==> src/hdl/assert_macros.svh <==
// assertion macros shared by the hamming nearest-template rtl
// no dependencies; concurrent forms in simulation, empty bodies in synthesis
`ifndef ASSERT_MACROS_SVH
`define ASSERT_MACROS_SVH

`ifndef SYNTHESIS

// property checked at every rising edge outside reset
`define HNT_ASSERT(lbl, clk, rst_n, prop) \
  lbl: assert property (@(posedge clk) disable iff (!rst_n) (prop)) \
    else $error("hnt assertion failed");

// antecedent implies consequent in the same cycle
`define HNT_ASSERT_IMPL(lbl, clk, rst_n, ante, cons) \
  `HNT_ASSERT(lbl, clk, rst_n, (ante) |-> (cons))

// antecedent implies consequent in the next cycle
`define HNT_ASSERT_NEXT(lbl, clk, rst_n, ante, cons) \
  `HNT_ASSERT(lbl, clk, rst_n, (ante) |=> (cons))

`else

`define HNT_ASSERT(lbl, clk, rst_n, prop)
`define HNT_ASSERT_IMPL(lbl, clk, rst_n, ante, cons)
`define HNT_ASSERT_NEXT(lbl, clk, rst_n, ante, cons)

`endif

`endif

==> src/hdl/hnt_ram.sv <==
// single-port-write, single-port-read ram with registered read data
// depends on nothing; used for the template store and the query buffer
module hnt_ram #(
  parameter int DEPTH  = 32,
  parameter int ADDR_W = 5,
  parameter int DATA_W = 32
) (
  input  logic              clk,
  input  logic              we,
  input  logic [ADDR_W-1:0] waddr,
  input  logic [DATA_W-1:0] wdata,
  input  logic [ADDR_W-1:0] raddr,
  output logic [DATA_W-1:0] rdata
);

  logic [DATA_W-1:0] mem [DEPTH];
  logic [DATA_W-1:0] rdata_r;

  // write port
  always_ff @(posedge clk) begin
    if (we) begin
      mem[waddr] <= wdata;
    end
  end

  // registered read port
  always_ff @(posedge clk) begin
    rdata_r <= mem[raddr];
  end

  assign rdata = rdata_r;

endmodule

==> config.mk <==
export PLATFORM = sky130hd
export DESIGN_NAME = hnt_ram
export DESIGN_NICKNAME = d
export VERILOG_FILES = /design/src/hdl/assert_macros.svh /design/src/hdl/hnt_ram.sv
export SDC_FILE = /design/constraint.sdc
export NUM_CORES = 1
export LEC_CHECK = 0
export BUFFER_PORTS_ARGS = -buffer_cell sky130_fd_sc_hd__buf_2
export CORE_MARGIN = 10
export CORE_UTILIZATION = 30
export CTS_CLUSTER_SIZE = 14
export DETAILED_ROUTE_END_ITERATION = 7
export GPL_ROUTABILITY_DRIVEN = 0
export PLACE_DENSITY_LB_ADDON = 0.2
export SLEW_MARGIN = 25
export SYNTH_ARGS = -nofsm -noshare
export SYNTH_HDL_FRONTEND = slang
export SYNTH_SLANG_ARGS = --single-unit
==> constraint.sdc <==
create_clock -name clk -period 4 [get_ports clk]
set_input_delay 0.4 -clock clk [delete_from_list [all_inputs] [get_ports clk]]
set_output_delay 0.4 -clock clk [all_outputs]
set_load 0.02 [all_outputs]
==> run_results.csv <==
group,metric,value,unit
timing,hold_violations,0,
power_and_ir_drop,power.leakage,0.0163,µW
timing,min_period,2180,ps
worst_setup_path,cpPeakStageDelay,540,ps
worst_setup_path,critPathMaxFanout,93,
timing,setup_viol,0,
die,die-area,0.150,mm²
timing,max_clock_freq,0.458,GHz
clock_tree,hold_buffers,0,
final_layout,design_area,0.0473,mm²
final_layout,stdcell_count,4269,
global_route,grt_pass1_vias,21100,
timing,relSlewSlack,0.374,
drt,dr.pass1.iters,7,
flow_run,drv_cap,0,
global_route,grt_overflow,0,
timing,tightestPinTransition,939,ps
die,dieWidth,387,µm
worst_setup_path,crit_path_cell_trace,"buf_8 > buf_12 > mux2i_1 > a22oi_1 > a31oi_1 > nand3_1",
worst_setup_path,setup.worst_path.end_class,"register",
clock_tree,root_buffer,"clkbuf_16",
worst_setup_path,r2r-start,"mem[5][13]",
timing,tns,0,ps
global_route,grt_antenna_before_repair,6,
clock_tree,cts.sinks,1056,
die,start_util,0.303,
place,placed_area,0.0435,mm²
final_layout,mostFrequentLayoutCell,"edfxtp_1",
global_route,grt.total_usage,0.147,
timing,whs,209,ps
drt,vias,20800,
place,dp_cells,4067,
drt,drc,0,
synth,syn-cell-area,0.0405,mm²
clock_tree,htreeDepth,3,
final_layout,final_cell_mix,"edfxtp_1 (1024), mux2i_1 (512), clkbuf_16 (110)",
synth,yosysSeqAreaShare,0.775,
worst_setup_path,path_class,"input pin to register",
min_path,min_path_cells,1,
synth,ys_warn_count,0,
worst_setup_path,cp.arrival,2620,ps
timing,drv_slew,0,
min_path,min_path_type,"input pin to register",
drt,postRouteAntennaNets,0,
final_layout,num_antenna_cells,0,
power_and_ir_drop,p_per_area,516,mW/mm²
clock_tree,clk_path_buf_depth,3,
final_layout,drive_gt1_frac,0.150,
clock_tree,cts_resized,0,
global_route,grt_pass1_wl,161,mm
clock_tree,postCtsSetupRepairBufs,0,
synth,syn_avg_cell_area,17.9,µm²
clock_tree,clk_pin_slew_worst_paths,60,ps
place,port_buffers,75,
place,place_ws,1120,ps
synth,synth_cell_types,25,
synth,synth_seq_cells,1056,
final_layout,area_delta_synth_final,16.8,%
drt,drtIter0Drc,1550,
clock_tree,cts_tree,"yes",
die,rows,134,
worst_setup_path,cp_data_required_time,4440,ps
synth,syn-num-nets,2304,
synth,syn_inst,2260,
worst_setup_path,startpoint,"raddr[0]",
status,status,"complete, no violations",
die,core_area,0.134,mm²
global_route,grt_max_degree,94,
drt,wl,113,mm
place,dpl.hpwl,69.6,mm
worst_setup_path,startpoint_type,"input pin",
worst_setup_path,slowest_stage,"buf_12",
timing,finalCritPeriodShare,0.546,
die,die_h,387,µm
clock_tree,insertion_delay,700,ps
clock_tree,cts_inserted_buffers,110,
worst_setup_path,rr_worst_depth,5,
timing,fin_ws,1820,ps
final_layout,nets,2455,
power_and_ir_drop,vdd_ir_drop_max,0.342,mV
timing,grt_setup_unrepaired,"false",
drt,viasPerCell,4.87,
timing,clock_skew,27.7,ps
drt,routedWlPerCell,26.5,µm
min_path,hp-start,"wdata[2]",
die,pin_count,76,
## final timing paths
check	end	slack, ps
setup / recovery	rdata[13]	1820
hold / removal	mem[15][2]	210
setup reg to reg	rdata[13]	2230
hold reg to reg	rdata[25]	590
## critical path, delay by kind of cell
family / cells / cell delay (ps)
buf+inv: 2 / 880
mux: 1 / 410
compound gates: 2 / 440
simple gates: 1 / 380
## cells in the mapped netlist
library cell,n,area share
edfxtp_1,1024,0.76
mux2i_1,512,0.13
nand2_1,98,0.0091
nand3_1,98,0.012
a21oi_1,96,0.012
a22oi_1,96,0.018
a22o_1,64,0.014
clkbuf_1,46,0.0043
nor2_1,34,0.0032
buf_4,33,0.0061
a31oi_1,32,0.0049
dfxtp_1,32,0.016
nor3_1,32,0.0040
buf_2,26,0.0032
buf_6,15,0.0042
buf_1,5,0.00046
nand3b_1,5,0.00093
or3b_2,3,0.00065
clkbuf_4,2,0.00037
nand2b_1,2,0.00031
and2_1,1,0.00015
and2b_1,1,0.00019
nor2b_1,1,0.00015
or2_2,1,0.00015
or3_1,1,0.00015
## routing by layer
layer | share of wire | track usage
met1 | 0.44 | 0.193
met5 | 0.00024 | 0
met2 | 0.50 | 0.251
met4 | 0.022 | 0.0361
met3 | 0.038 | 0.0233
## cells by family (layout without fill, tap and decap cells)
logic type | count (synthesis) | in the layout | synth area share
mux | 512 | 512 | 0.127
flops | 1056 | 1056 | 0.775
compound gates | 288 | 288 | 0.0485
simple gates | 277 | 277 | 0.0310
buf+inv | 127 | 368 | 0.0186
## state kept, by name, summed over array words and instances (netlist names)
name	cells
mem	1024
rdata	32
## cell type report
class | instances | area [µm²]
clock buffer | 144 | 2990
clock inverter | 58 | 810
multi-input combinational | 1077 | 8610
sequential | 1056 | 31400
timing repair buffer | 166 | 1290
fill | 12600 | 86500
tap | 1768 | 2210
## power breakdown
| part | switching, µW | internal (µW) |
|---|---|---|
| clock network | 4290 | 6430 |
| logic | 911 | 381 |
| registers | 78.1 | 12300 |
| total | 5270 | 19100 |
## per-stage QoR
stage / power [µW] / utilization
final: 24400 / 0.354
after global routing: 25200 / 0.354
after CTS: 24600 / 0.354
after detailed placement: 13900 / 0.325
after global placement: 13900 / 0.324
after floorplan: 13300 / -
Note: power is estimated with default switching activity, not from simulation.
