`config.mk`:
```
export PLATFORM = sky130hd
export DESIGN_NAME = hnt_dist_unit
export DESIGN_NICKNAME = d
export VERILOG_FILES = /design/src/hdl/hnt_pkg.sv /design/src/hdl/hnt_dist_unit.sv
export VERILOG_INCLUDE_DIRS = /design/src /design/src/hdl
export SDC_FILE = /design/constraint.sdc
export NUM_CORES = 1
export LEC_CHECK = 0
export BUFFER_PORTS_ARGS = -buffer_cell sky130_fd_sc_hd__buf_4
export CAP_MARGIN = 20
export CORE_MARGIN = 8
export CORE_UTILIZATION = 50
export CTS_CLUSTER_SIZE = 24
export DETAILED_ROUTE_END_ITERATION = 8
export GPL_TIMING_DRIVEN = 0
export PLACE_DENSITY = 0.81
export SETUP_SLACK_MARGIN = 0.1
export SLEW_MARGIN = 20
export SYNTH_ARGS = -nofsm -noshare
export SYNTH_HDL_FRONTEND = slang
export SYNTH_SLANG_ARGS = --single-unit
export TNS_END_PERCENT = 50
```
`constraint.sdc`:
```
create_clock -name clk -period 6.4 [get_ports clk]
set_clock_uncertainty 0.05 [all_clocks]
set_input_delay 1.28 -clock clk [delete_from_list [all_inputs] [get_ports clk]]
set_output_delay 1.28 -clock clk [all_outputs]
set_load 0.01 [all_outputs]
```
`src/hdl/assert_macros.svh`:
```
// assertion macros shared by the hamming nearest-template rtl
// no dependencies; concurrent forms in simulation, empty bodies in synthesis
`ifndef ASSERT_MACROS_SVH
`define ASSERT_MACROS_SVH

`ifndef SYNTHESIS

// property checked at every rising edge outside reset
`define HNT_ASSERT(lbl, clk, rst_n, prop) \
  lbl: assert property (@(posedge clk) disable iff (!rst_n) (prop)) \
    else $error("hnt assertion failed");

// antecedent implies consequent in the same cycle
`define HNT_ASSERT_IMPL(lbl, clk, rst_n, ante, cons) \
  `HNT_ASSERT(lbl, clk, rst_n, (ante) |-> (cons))

// antecedent implies consequent in the next cycle
`define HNT_ASSERT_NEXT(lbl, clk, rst_n, ante, cons) \
  `HNT_ASSERT(lbl, clk, rst_n, (ante) |=> (cons))

`else

`define HNT_ASSERT(lbl, clk, rst_n, prop)
`define HNT_ASSERT_IMPL(lbl, clk, rst_n, ante, cons)
`define HNT_ASSERT_NEXT(lbl, clk, rst_n, ante, cons)

`endif

`endif

```
`src/hdl/hnt_pkg.sv`:
```
// shared types, constants and helpers of the hamming nearest-template block
// no dependencies
package hnt_pkg;

  // default configuration of the block
  localparam int DEF_MAX_TEMPLATES  = 256;
  localparam int DEF_GRID_WIDTH     = 32;
  localparam int DEF_GRID_HEIGHT    = 32;
  localparam int DEF_CELLS_PER_WORD = 32;

  // fixed field widths
  localparam int WORD_W     = 32;
  localparam int WIDX_W     = 5;
  localparam int TIDX_W     = 8;
  localparam int CNT_W      = 9;
  localparam int DIST_W     = 11;
  localparam int PC_W       = 6;
  localparam int SLOT_WORDS = 32;

  // operation codes on the mode field
  localparam logic MODE_LOAD  = 1'b0;
  localparam logic MODE_QUERY = 1'b1;

  // search sequencer states
  typedef enum logic [1:0] {
    S_IDLE,
    S_RUN,
    S_DRAIN
  } state_t;

  // tags travelling with one word through the distance pipeline
  typedef struct packed {
    logic valid;
    logic first_word;
    logic last_word;
  } pipe_ctrl_t;

  // status of the distance unit towards the sequencer
  typedef struct packed {
    logic busy;
    logic found;
  } dist_status_t;

  // ones count of a 32-bit word as a five-level adder tree
  function automatic logic [PC_W-1:0] popcount32(input logic [WORD_W-1:0] v);
    logic [1:0] l1 [16];
    logic [2:0] l2 [8];
    logic [3:0] l3 [4];
    logic [4:0] l4 [2];
    for (int i = 0; i < 16; i++) begin
      l1[i] = {1'b0, v[2*i]} + {1'b0, v[2*i+1]};
    end
    for (int i = 0; i < 8; i++) begin
      l2[i] = {1'b0, l1[2*i]} + {1'b0, l1[2*i+1]};
    end
    for (int i = 0; i < 4; i++) begin
      l3[i] = {1'b0, l2[2*i]} + {1'b0, l2[2*i+1]};
    end
    for (int i = 0; i < 2; i++) begin
      l4[i] = {1'b0, l3[2*i]} + {1'b0, l3[2*i+1]};
    end
    return {1'b0, l4[0]} + {1'b0, l4[1]};
  endfunction

endpackage

```
`src/hdl/hnt_dist_unit.sv`:
```
// shared popcount, accumulate and compare unit of the nearest-template search
// depends on hnt_pkg and assert_macros.svh
`include "assert_macros.svh"

module hnt_dist_unit #(
  parameter int TI_W     = 8,
  parameter int MAX_DIST = 1024
) (
  input  logic                        clk,
  input  logic                        rst_n,
  input  logic                        clear,
  input  hnt_pkg::pipe_ctrl_t         ctrl,
  input  logic [TI_W-1:0]             tidx,
  input  logic [hnt_pkg::WORD_W-1:0]  query_word,
  input  logic [hnt_pkg::WORD_W-1:0]  tmpl_word,
  input  logic [hnt_pkg::WORD_W-1:0]  mask,
  output hnt_pkg::dist_status_t       status,
  output logic [TI_W-1:0]             win_idx,
  output logic [hnt_pkg::DIST_W-1:0]  win_dist
);

  hnt_pkg::pipe_ctrl_t          s2_r;
  logic [TI_W-1:0]              s2_tidx_r;
  logic [hnt_pkg::PC_W-1:0]     pc_r;
  logic [hnt_pkg::DIST_W-1:0]   acc_r;
  logic [hnt_pkg::DIST_W-1:0]   acc_nxt;
  logic                         found_r;
  logic                         found_nxt;
  logic [TI_W-1:0]              win_idx_r;
  logic [TI_W-1:0]              win_idx_nxt;
  logic [hnt_pkg::DIST_W-1:0]   win_dist_r;
  logic [hnt_pkg::DIST_W-1:0]   win_dist_nxt;

  // stage two: masked difference count of one word
  always_ff @(posedge clk) begin
    if (!rst_n) begin
      s2_r <= '0;
    end else begin
      s2_r <= ctrl;
    end
  end

  always_ff @(posedge clk) begin
    pc_r      <= hnt_pkg::popcount32((query_word ^ tmpl_word) & mask);
    s2_tidx_r <= tidx;
  end

  // stage three: per-template sum and running minimum, first strict winner kept
  always_comb begin
    acc_nxt      = acc_r;
    found_nxt    = found_r;
    win_idx_nxt  = win_idx_r;
    win_dist_nxt = win_dist_r;
    if (clear) begin
      found_nxt    = 1'b0;
      win_idx_nxt  = '0;
      win_dist_nxt = '0;
    end else if (s2_r.valid) begin
      acc_nxt = (s2_r.first_word ? '0 : acc_r) + hnt_pkg::DIST_W'(pc_r);
      if (s2_r.last_word && (!found_r || acc_nxt < win_dist_r)) begin
        found_nxt    = 1'b1;
        win_idx_nxt  = s2_tidx_r;
        win_dist_nxt = acc_nxt;
      end
    end
  end

  always_ff @(posedge clk) begin
    if (!rst_n) begin
      found_r <= 1'b0;
    end else begin
      found_r <= found_nxt;
    end
  end

  always_ff @(posedge clk) begin
    acc_r      <= acc_nxt;
    win_idx_r  <= win_idx_nxt;
    win_dist_r <= win_dist_nxt;
  end

  assign status.busy  = ctrl.valid | s2_r.valid;
  assign status.found = found_r;
  assign win_idx      = win_idx_r;
  assign win_dist     = win_dist_r;

  // a distance never exceeds the cells of one mask, so no saturation is needed
  `HNT_ASSERT_IMPL(a_dist_bound, clk, rst_n, found_r,
                   win_dist_r <= hnt_pkg::DIST_W'(MAX_DIST))
  // a cleared search reports zero index and distance until a template wins
  `HNT_ASSERT_NEXT(a_clear_zero, clk, rst_n, clear,
                   !found_r && win_idx_r == '0 && win_dist_r == '0)

endmodule

```
==> results of run 1 <==
==> cell usage in the layout (no fill, tap or decap), drive strengths merged, types with 3 or more instances in the layout <==
master	instances
edfxtp	11
fa	25
a21oi	13
a21o	6
nor2b	10
and2	9
mux2i	16
ha	23
nor2	10
clkbuf	12
nand2b	3
nand2	62
inv	45
nand3	6
a211oi	4
dfxtp	37
buf	131
nor3b	3
o21ai	8
xor2	35
xnor2	5
==> sequential cells by signal, indices dropped and copies added (netlist names) <==
name / count
win_dist: 11
s2_tidx_r: 8
win_idx: 8
found_r: 1
s2_r: 3
pc_r: 6
acc_r: 11
==> stage by stage <==
stage	power (uW)	hold WS, ps	cells	util	area (um2)
after floorplan	1080	374	362	-	3440
after global placement	1260	376	571	0.670	4500
after detailed placement	1310	382	571	0.670	4500
after CTS	1530	396	579	0.688	4620
after global routing	1690	418	579	0.688	4620
final	1510	396	579	0.688	4620
==> power by group through the flow <==
stage	clock network (uW)	logic (uW)	registers (uW)
after floorplan	0	703	381
after global placement	0	883	382
after detailed placement	0	924	383
after CTS	220	929	376
after global routing	236	1080	379
final	220	915	376
==> worst max-delay path by stage <==
stage	slack, ps	end	cells past startpoint	from
finish	740	pc_r[4]$_DFF_P_	19	tmpl_word[17]
global route	480	pc_r[4]$_DFF_P_	19	tmpl_word[17]
CTS	680	pc_r[4]$_DFF_P_	19	tmpl_word[17]
detailed placement	360	pc_r[4]$_DFF_P_	19	tmpl_word[17]
global placement	440	pc_r[4]$_DFF_P_	19	tmpl_word[17]
floorplan	710	pc_r[4]$_DFF_P_	18	query_word[17]
==> layout make-up <==
| cell class | count | area, um2 |
|---|---|---|
| Clock inverter | 1 | 8.76 |
| Fill cell | 507 | 2100 |
| Tap cell | 80 | 100 |
| Inverter | 45 | 169 |
| Multi-Input combinational cell | 262 | 2150 |
| Sequential cell | 48 | 1070 |
| Clock buffer | 7 | 108 |
| Timing Repair Buffer | 129 | 968 |
| Buffer | 7 | 46.3 |
==> synthesized netlist by cell type <==
master,count
a211o_2,2
a211oi_1,4
a21o_1,6
a21oi_1,12
a21oi_4,1
a221oi_1,1
a31o_2,1
a31oi_1,1
a32oi_1,1
a41oi_1,2
and2_1,9
buf_12,1
buf_4,1
clkbuf_1,5
dfxtp_1,37
edfxtp_1,11
fa_1,25
ha_1,23
inv_1,45
mux2i_1,16
nand2_1,62
nand2b_1,3
nand3_1,6
nand4_1,2
nor2_1,10
nor2b_1,10
nor3_1,1
nor3b_1,3
nor4_1,2
o2111ai_1,1
o211a_1,1
o21a_1,2
o21ai_0,7
o21ai_2,1
o21bai_2,1
o31ai_1,1
o31ai_2,1
or2_2,1
or3_1,1
or3b_1,1
or3b_2,1
xnor2_1,5
xor2_1,35
==> worst register-to-register path, stage by stage (launching register included) <==
cell	delay (ps)
dfxtp_1	440
clkbuf_1	480
nor2b_1	110
ha_1	400
a21oi_1	350
nand2_1	140
o2111ai_1	240
xor2_1	310
nor2_1	110
ha_1	340
a21oi_1	140
a21o_1	170
nand2_1	130
a21oi_4	370
buf_12	200
mux2i_1	190
==> metal layers <==
metal	global-route usage	wire length, um
met1	0.186	3220
met2	0.304	4230
met3	0.0536	627
met4	0.0543	157
met5	0	0
==> cell families (layout without fill, tap and decap cells) <==
kind of cell    Yosys count  after routing  synth area share
mux                      16             16            0.0466
xor+xnor                 40             40             0.102
simple gates            112            112             0.151
fa+ha+maj                48             48             0.229
flops                    48             48             0.312
buf+inv                  52            189            0.0626
compound gates           46             46            0.0961
==> qor.csv, run 1 <==
metric;value;unit
status;complete, no violations;
unrepaired setup endpoints after global routing;false;
Top Ports;131;
Post-Syn Area;3440;um2
Power Density;327;nW/um2
largest cells by area after synthesis;dfxtp_1, fa_1, edfxtp_1;
Slew @ Worst Pin;989;ps
flop2flop setup slack;2160;ps
pre-CTS WS;358;ps
Vias;2889;
global route overflow;0;
crit start category;input pin;
Core ar.;6720;um2
H-tree depth;2;
R2R Path Start;s2_r[1]$_SDFF_PN0_;
largest net degree at the start of global routing;16;
final hold violation count;0;
slew margin rel.;0.340;
Synth Net Count;520;
post-route setup TNS;0;ps
Critical Path AT;5820;ps
number of diodes;0;
# port buffers;129;
latest clock arrival within the worst-skew pair;310;ps
GPL Wtd Cong;0.808;
Synth Area per Inst;9.49;um2
r2r endpoint;win_idx[3]$_SDFFE_PP0P_;
Final setup viols;0;
antenna violations before repair;0;
Hold Crit Class;reg2reg;
Hold Path Cell Cnt;2;
post-synthesis cell count;362;
dpl hpwl;6.92;mm
Clock Root Buffer;clkbuf_8;
top-area cell type share of the netlist area;0.216;
Post-route DRC;0;
r2r worst-path depth;15;
critical path cell sequence;buf_4 > xor2_1 > nand2_1 > fa_1 > fa_1 > inv_1 > fa_1 > inv_1 > fa_1 > fa_1 > fa_1 > inv_1 > ha_1 > inv_1 > fa_1 > inv_1 > a21o_1 > a21oi_1 > xnor2_1;
fin crit share;0.885;
floorplan die height;98.9;um
synth warn;0;
CTS Sinks;48;
first-pass GRT wire length;13.6;mm
pins over their slew limit;0;
Yosys cell types;43;
Post-CTS Hold Buffers;0;
Required @ worst endpoint;6560;ps
Comb power frac;0.605;
Final WS setup;738;ps
Tmin final;5660;ps
fin nets;656;
Synth area leader;dfxtp_1;
post-CTS setup buffer count;0;
net switching power;603;uW
Crit path top cell by count;fa_1;
Hold EP;win_idx[5]$_SDFFE_PP0P_;
number of buffers and inverters on the critical path;6;
leakage;0.00222;uW
CP max stage cell;fa_1;
DRT iter0 DRCs;115;
CTS buffer count;5;
Int Pwr;907;uW
max-cap violations;0;
Clock power frac;0.146;
peak supply drop;172;uV
crit-path leading delay family;adder cells;
CP Max Fanout;2;
Worst Min Path Start;s2_tidx_r[5]$_DFF_P_;
Sw Ratio;0.399;
total die area;9780;um2
CP Capture Type;register;
vias per cell;4.99;
die width;98.9;um
Seq pwr share;0.249;
ANT nets after route;0;
CTS resizes;0;
post-synthesis sequential area ratio;0.312;
DR pass1 iterations;4;
Total GRT Usage;0.170;
CP Class;in2reg;
vias in the first global route;3064;
Avg WL per Cell;14.2;um
CTS tree;yes;
CP peak stage delay;580;ps
register bit count reported by yosys;48;
WL final;8.24;mm
floorplan row count;30;
P&R area growth vs syn;34.5;%
Clock transition at path regs;90;ps
Initial Util;0.511;
clock buffer depth;2;
layout cell share with drive strength beyond 1;0.297;
FMAX;0.177;GHz
No activity file was read; power rests on OpenSTA's default activity.
==> inputs of run 2 (changes only) <==
--- a/config.mk
+++ b/config.mk
@@ -13,6 +13,7 @@
 export CTS_CLUSTER_SIZE = 24
 export DETAILED_ROUTE_END_ITERATION = 8
 export GPL_TIMING_DRIVEN = 0
+export MAX_ROUTING_LAYER = met4
 export PLACE_DENSITY = 0.81
 export SETUP_SLACK_MARGIN = 0.1
 export SLEW_MARGIN = 20
==> constraint.sdc (replaced) <==
create_clock -name clk -period 5.7 [get_ports clk]
set_clock_uncertainty 0.05 [all_clocks]
set_input_delay 1.14 -clock clk [delete_from_list [all_inputs] [get_ports clk]]
set_output_delay 1.14 -clock clk [all_outputs]
set_load 0.01 [all_outputs]
==> run 2 against run 1 <==
  * Sequential share of layout area decreased by 0.14 points
  * Flip-flop and latch count unchanged
  * Clock power increased by 13%
  * Largest power group unchanged
==> qor.csv, run 2 (synthesis gave the netlist of run 1 again) <==
metric;value;unit;change
crit start category;input pin;;unchanged
# port buffers;129;;unchanged
peak supply drop;202;uV;was 172 uV
layout cell share with drive strength beyond 1;0.312;;was 0.297
Tmin final;5380;ps;
antenna violations before repair;0;;unchanged
Core ar.;6720;um2;unchanged
Clock transition at path regs;90;ps;about the same
pins over their slew limit;0;;unchanged
Slew @ Worst Pin;993;ps;was 989 ps
largest net degree at the start of global routing;16;;unchanged
CP Capture Type;register;;unchanged
flop2flop setup slack;1440;ps;was 2160 ps
total die area;9780;um2;unchanged
CP Class;in2reg;;unchanged
first-pass GRT wire length;13.5;mm;was 13.6 mm
Layout Cells excl Fill;580;;was 579
Final WS setup;321;ps;was 738 ps
FMAX;0.186;GHz;
global route overflow;0;;unchanged
R2R Path Start;s2_r[1]$_SDFF_PN0_;;unchanged
slew margin rel.;0.336;;was 0.340
total power draw;1750;uW;was 1510 uW
H-tree depth;2;;unchanged
unrepaired setup endpoints after global routing;true;;was false
Total GRT Usage;0.175;;was 0.170
r2r worst-path depth;15;;unchanged
leakage;0.00222;uW;about the same
Top Ports;131;;unchanged
Required @ worst endpoint;5850;ps;was 6560 ps
WL final;8.29;mm;was 8.24 mm
CTS Sinks;48;;unchanged
critical path cell sequence;buf_4 > xor2_1 > nand2_1 > fa_1 > fa_1 > inv_2 > fa_1 > inv_1 > fa_1 > fa_1 > fa_1 > inv_1 > ha_2 > inv_2 > fa_2 > inv_2 > a21o_1 > a21oi_2 > xnor2_1;;was buf_4 > xor2_1 > nand2_1 > fa_1 > fa_1 > inv_1 > fa_1 > inv_1 > fa_1 > fa_1 > fa_1 > inv_1 > ha_1 > inv_1 > fa_1 > inv_1 > a21o_1 > a21oi_1 > xnor2_1
max-cap violations;0;;unchanged
Post-CTS Hold Buffers;0;;unchanged
Design Area, Final;4650;um2;was 4620 um2
floorplan die height;98.9;um;unchanged
dpl hpwl;6.92;mm;unchanged
Hold Crit Class;reg2reg;;unchanged
CTS tree;yes;;unchanged
ANT nets after route;0;;unchanged
r2r endpoint;win_idx[3]$_SDFFE_PP0P_;;unchanged
vias in the first global route;3087;;was 3064
number of buffers and inverters on the critical path;6;;unchanged
Final setup viols;0;;unchanged
number of diodes;0;;unchanged
P&R area growth vs syn;35.3;%;was 34.5%
post-route setup TNS;0;ps;unchanged
pre-CTS WS;-202;ps;was 358 ps
die width;98.9;um;unchanged
floorplan row count;30;;unchanged
Critical Path AT;5530;ps;was 5820 ps
fin crit share;0.944;;
Worst Min Path Start;s2_tidx_r[5]$_DFF_P_;;unchanged
Post-route DRC;0;;unchanged
latest clock arrival within the worst-skew pair;310;ps;about the same
Clock Root Buffer;clkbuf_8;;unchanged
CP peak stage delay;590;ps;was 580 ps
vias per cell;5.00;;was 4.99
Avg WL per Cell;14.3;um;was 14.2 um
dpl cell area;4500;um2;unchanged
Hold Path Cell Cnt;2;;unchanged
CTS buffer count;5;;unchanged
placed insts;571;;unchanged
clock buffer depth;2;;unchanged
DRT iter0 DRCs;123;;was 115
final hold violation count;0;;unchanged
Vias;2899;;was 2889
crit-path leading delay family;adder cells;;unchanged
Crit path top cell by count;fa_1;;unchanged
GPL Wtd Cong;0.820;;was 0.808
CP Max Fanout;2;;unchanged
DR pass1 iterations;4;;unchanged
Power Density;377;nW/um2;was 327 nW/um2
fin nets;657;;was 656
status;complete, no violations;;unchanged
Initial Util;0.511;;unchanged
CP max stage cell;fa_1;;unchanged
Hold EP;win_idx[5]$_SDFFE_PP0P_;;unchanged
commonest non-fill, non-tap cell in the layout;buf_4;;unchanged
most frequent cells in the layout;buf_4, nand2_1, inv_1;;unchanged
[run 2: changes by cell type in the layout (fill, tap and decap cells not counted), sizes merged]
cell	previous run	this run
buf	131	132
[run 2: where the power goes]
part           leakage (uW)  switching, uW  internal [uW]
Combinational       0.00175            564            520
Sequential         0.000406           14.8            407
Clock             0.0000596            122            126
Total               0.00222            701           1050
[run 2: layout make-up]
type	count	area, um2
Clock buffer	7	108
Clock inverter	1	8.76
Multi-Input combinational cell	262	2160
Inverter	45	169
Tap cell	80	100
Fill cell	502	2070
Buffer	7	46.3
Sequential cell	48	1070
Timing Repair Buffer	130	983
[run 2: worst max path at each step]
stage / start / to / slack (ps) / cells past startpoint
2_1_floorplan: query_word[17] / pc_r[4]$_DFF_P_ / 150 / 18
3_3_place_gp: tmpl_word[17] / pc_r[4]$_DFF_P_ / -120 / 19
3_5_place_dp: tmpl_word[17] / pc_r[4]$_DFF_P_ / -200 / 19
4_1_cts: tmpl_word[17] / pc_r[4]$_DFF_P_ / 120 / 19
5_1_grt: query_word[27] / pc_r[4]$_DFF_P_ / 80 / 19
6_report: tmpl_word[23] / pc_r[4]$_DFF_P_ / 320 / 19
[run 2: worst reg2reg max path: stages (launching register included)]
cell and delay, ps:
dfxtp_1 430, clkbuf_1 500, nor2b_1 110, ha_1 400, a21oi_1 360, nand2_1 140, o2111ai_1 240, xor2_1 300
nor2_1 120, ha_1 340, a21oi_1 140, a21o_1 170, nand2_1 130, a21oi_4 370, buf_12 200, mux2i_1 200
[run 2: routing by layer]
| layer | routed length, um | vias up | share of wire | track usage |
|---|---|---|---|---|
| li1 | - | 1452 | - | - |
| met1 | 3450 | 1350 | 0.42 | 0.188 |
| met2 | 4260 | 80 | 0.51 | 0.306 |
| met3 | 445 | 17 | 0.054 | 0.0536 |
| met4 | 142 | 0 | 0.017 | 0.0437 |
| met5 | 0 | - | 0 | - |
[run 2: stage by stage]
step,hold slack (ps),utilization
floorplan,374,-
global route,418,0.692
CTS,396,0.688
global placement,376,0.670
detailed placement,382,0.670
finish,396,0.692
[run 2: repair_timing]
item,in CTS,in global routing
buffers inserted,0,1
endpoints found under the setup margin,0,2
resized for setup,0,9
==> inputs of run 3 (changes only) <==
--- a/config.mk
+++ b/config.mk
@@ -8,6 +8,7 @@
 export LEC_CHECK = 0
 export BUFFER_PORTS_ARGS = -buffer_cell sky130_fd_sc_hd__buf_4
 export CAP_MARGIN = 20
+export CORE_ASPECT_RATIO = 1.75
 export CORE_MARGIN = 8
 export CORE_UTILIZATION = 50
 export CTS_CLUSTER_SIZE = 24
==> constraint.sdc (replaced) <==
create_clock -name clk -period 5.8 [get_ports clk]
set_clock_uncertainty 0.05 [all_clocks]
set_input_delay 1.16 -clock clk [delete_from_list [all_inputs] [get_ports clk]]
set_output_delay 1.16 -clock clk [all_outputs]
set_load 0.01 [all_outputs]
==> run 3 against run 2 <==
  * Sequential power is 2% lower
  * Combinational power barely moved
  * Non-clock buffer count down 1
  * Utilization shrank 0.31 points
  * Clock power increased by 13%
  * Die area increased by 1.1%
  * Clock-buffer cell count fell by 1
  * Global-route usage is 0.55 points higher
  * Hold slack improved by 7.1 ps
==> qor.csv, run 3 (synthesis gave the netlist of run 1 again) <==
metric;value;unit;change
status;complete, no violations;;unchanged
Sw Ratio;0.402;;was 0.400
Post-route DRC;0;;unchanged
unrepaired setup endpoints after global routing;true;;unchanged
Crit path top cell by count;fa_1;;unchanged
floorplan die height;126;um;was 98.9 um
CP Max Fanout;2;;unchanged
CP Class;in2reg;;unchanged
crit start category;input pin;;unchanged
Hold Crit Class;reg2reg;;unchanged
Power Density;375;nW/um2;was 377 nW/um2
Initial Util;0.509;;was 0.511
Clock power frac;0.161;;was 0.141
Vias;2946;;was 2899
dpl hpwl;7.45;mm;was 6.92 mm
final hold violation count;0;;unchanged
Clock Root Buffer;clkbuf_16;;was clkbuf_8
H-tree depth;2;;unchanged
global route overflow;0;;unchanged
Int Pwr;1040;uW;was 1050 uW
flop2flop setup slack;1620;ps;was 1440 ps
leakage;0.00223;uW;was 0.00222 uW
vias per cell;5.05;;was 5.00
r2r endpoint;win_idx[2]$_SDFFE_PP0P_;;was win_idx[3]$_SDFFE_PP0P_
most frequent cells in the layout;buf_4, nand2_1, inv_1;;unchanged
CP Capture Type;register;;unchanged
Top Ports;131;;unchanged
Avg WL per Cell;14.9;um;was 14.3 um
ANT nets after route;0;;unchanged
layout cell share with drive strength beyond 1;0.297;;was 0.312
Required @ worst endpoint;5930;ps;was 5850 ps
CTS Sinks;48;;unchanged
clock buffer depth;2;;unchanged
CTS buffer count;5;;unchanged
P&R area growth vs syn;35.4;%;was 35.3%
Tmin final;5550;ps;
CTS tree;yes;;unchanged
largest net degree at the start of global routing;16;;unchanged
antenna violations before repair;0;;unchanged
DRT iter0 DRCs;122;;was 123
post-route setup TNS;0;ps;unchanged
R2R Path Start;s2_r[1]$_SDFF_PN0_;;unchanged
Worst Min Path Start;s2_tidx_r[5]$_DFF_P_;;unchanged
worst setup path start;tmpl_word[21];;was tmpl_word[23]
CP peak stage delay;550;ps;was 590 ps
slew margin rel.;0.356;;was 0.336
GPL Wtd Cong;0.901;;was 0.820
fin nets;656;;was 657
final core occ;0.689;;was 0.692
vias in the first global route;3337;;was 3087
Hold Path Cell Cnt;2;;unchanged
pins over their slew limit;0;;unchanged
Total GRT Usage;0.180;;was 0.175
# port buffers;129;;unchanged
Critical Path AT;5670;ps;was 5530 ps
FMAX;0.180;GHz;
Final setup viols;0;;unchanged
WL final;8.69;mm;was 8.29 mm
total power draw;1750;uW;about the same
Clock transition at path regs;60;ps;was 90 ps
max-cap violations;0;;unchanged
CP max stage cell;fa_1;;unchanged
number of diodes;0;;unchanged
Post-CTS Hold Buffers;0;;unchanged
Core ar.;6760;um2;was 6720 um2
Slew @ Worst Pin;964;ps;was 993 ps
commonest non-fill, non-tap cell in the layout;buf_4;;unchanged
peak supply drop;209;uV;was 202 uV
latest clock arrival within the worst-skew pair;290;ps;was 310 ps
fin crit share;0.956;;
net switching power;701;uW;about the same
floorplan row count;40;;was 30
critical path cell sequence;buf_4 > xor2_1 > nand2_1 > fa_1 > fa_1 > inv_1 > fa_1 > inv_1 > fa_1 > fa_1 > fa_1 > inv_1 > ha_1 > inv_1 > fa_1 > inv_1 > a21o_1 > a21oi_1 > xnor2_1;;was buf_4 > xor2_1 > nand2_1 > fa_1 > fa_1 > inv_2 > fa_1 > inv_1 > fa_1 > fa_1 > fa_1 > inv_1 > ha_2 > inv_2 > fa_2 > inv_2 > a21o_1 > a21oi_2 > xnor2_1
Comb power frac;0.602;;was 0.618
total die area;9880;um2;was 9780 um2
r2r worst-path depth;15;;unchanged
Hold EP;win_idx[5]$_SDFFE_PP0P_;;unchanged
die width;78.7;um;was 98.9 um
DR pass1 iterations;4;;unchanged
Seq pwr share;0.237;;was 0.241
WHS;403;ps;was 396 ps
first-pass GRT wire length;14.0;mm;was 13.5 mm
-- run 3: cell types whose count changed in the layout (fill, tap and decap cells not counted), sizes merged --
cell / delta
inv: +1
buf: -1
clkbuf: -1
-- run 3: worst max path at each step --
stage / slack, ps / end / depth (start not counted)
floorplan: 230 / pc_r[4]$_DFF_P_ / 18
global placement: -50 / pc_r[4]$_DFF_P_ / 19
detailed placement: -80 / pc_r[4]$_DFF_P_ / 19
CTS: 200 / pc_r[4]$_DFF_P_ / 19
global route: 80 / pc_r[5]$_DFF_P_ / 17
finish: 250 / pc_r[4]$_DFF_P_ / 19
-- run 3: layer usage --
metal	vias up	global-route usage	part of all wire
met1	1355	0.163	0.35
met4	0	0.0988	0.040
met5	-	-	0
met3	25	0.0328	0.044
li1	1451	-	-
met2	115	0.337	0.57
-- run 3: what timing repair did --
item,4_1_cts,5_1_grt
setup buffers,0,0
endpoints found under the setup margin,0,2
resized for setup,0,1
-- run 3: power groups by stage --
| stage | registers [uW] | clock network [uW] | logic [uW] |
|---|---|---|---|
| 6_report | 414 | 280 | 1050 |
| 5_1_grt | 416 | 299 | 1200 |
| 4_1_cts | 414 | 286 | 1030 |
| 3_5_place_dp | 421 | 0 | 1010 |
| 3_3_place_gp | 420 | 0 | 986 |
| 2_1_floorplan | 420 | 0 | 775 |
-- run 3: layout make-up --
type / instances / area (um2)
clock inverter: 2 / 11.3
fill: 545 / 2100
inverter: 45 / 169
timing repair buffer: 129 / 968
buffer: 7 / 46.3
multi-input combinational: 262 / 2150
clock buffer: 6 / 129
tap: 84 / 105
sequential: 48 / 1070
-- run 3: stage by stage --
step,instance area (um2),cells,setup slack [ps]
floorplan,3440,362,232
global placement,4510,575,-52.3
detailed placement,4510,575,-84.8
CTS,4650,583,198
global route,4650,583,79.7
finish,4650,583,254
-- run 3: worst max-delay path, delay by kind of cell --
kind / cells / cell delay, ps
adders and majority gates: 8 / 3560
buffers and inverters: 6 / 430
xor gates and xnor gates: 2 / 250
AOI/OAI and AO/OA: 2 / 200
and+or+nand+nor: 1 / 90
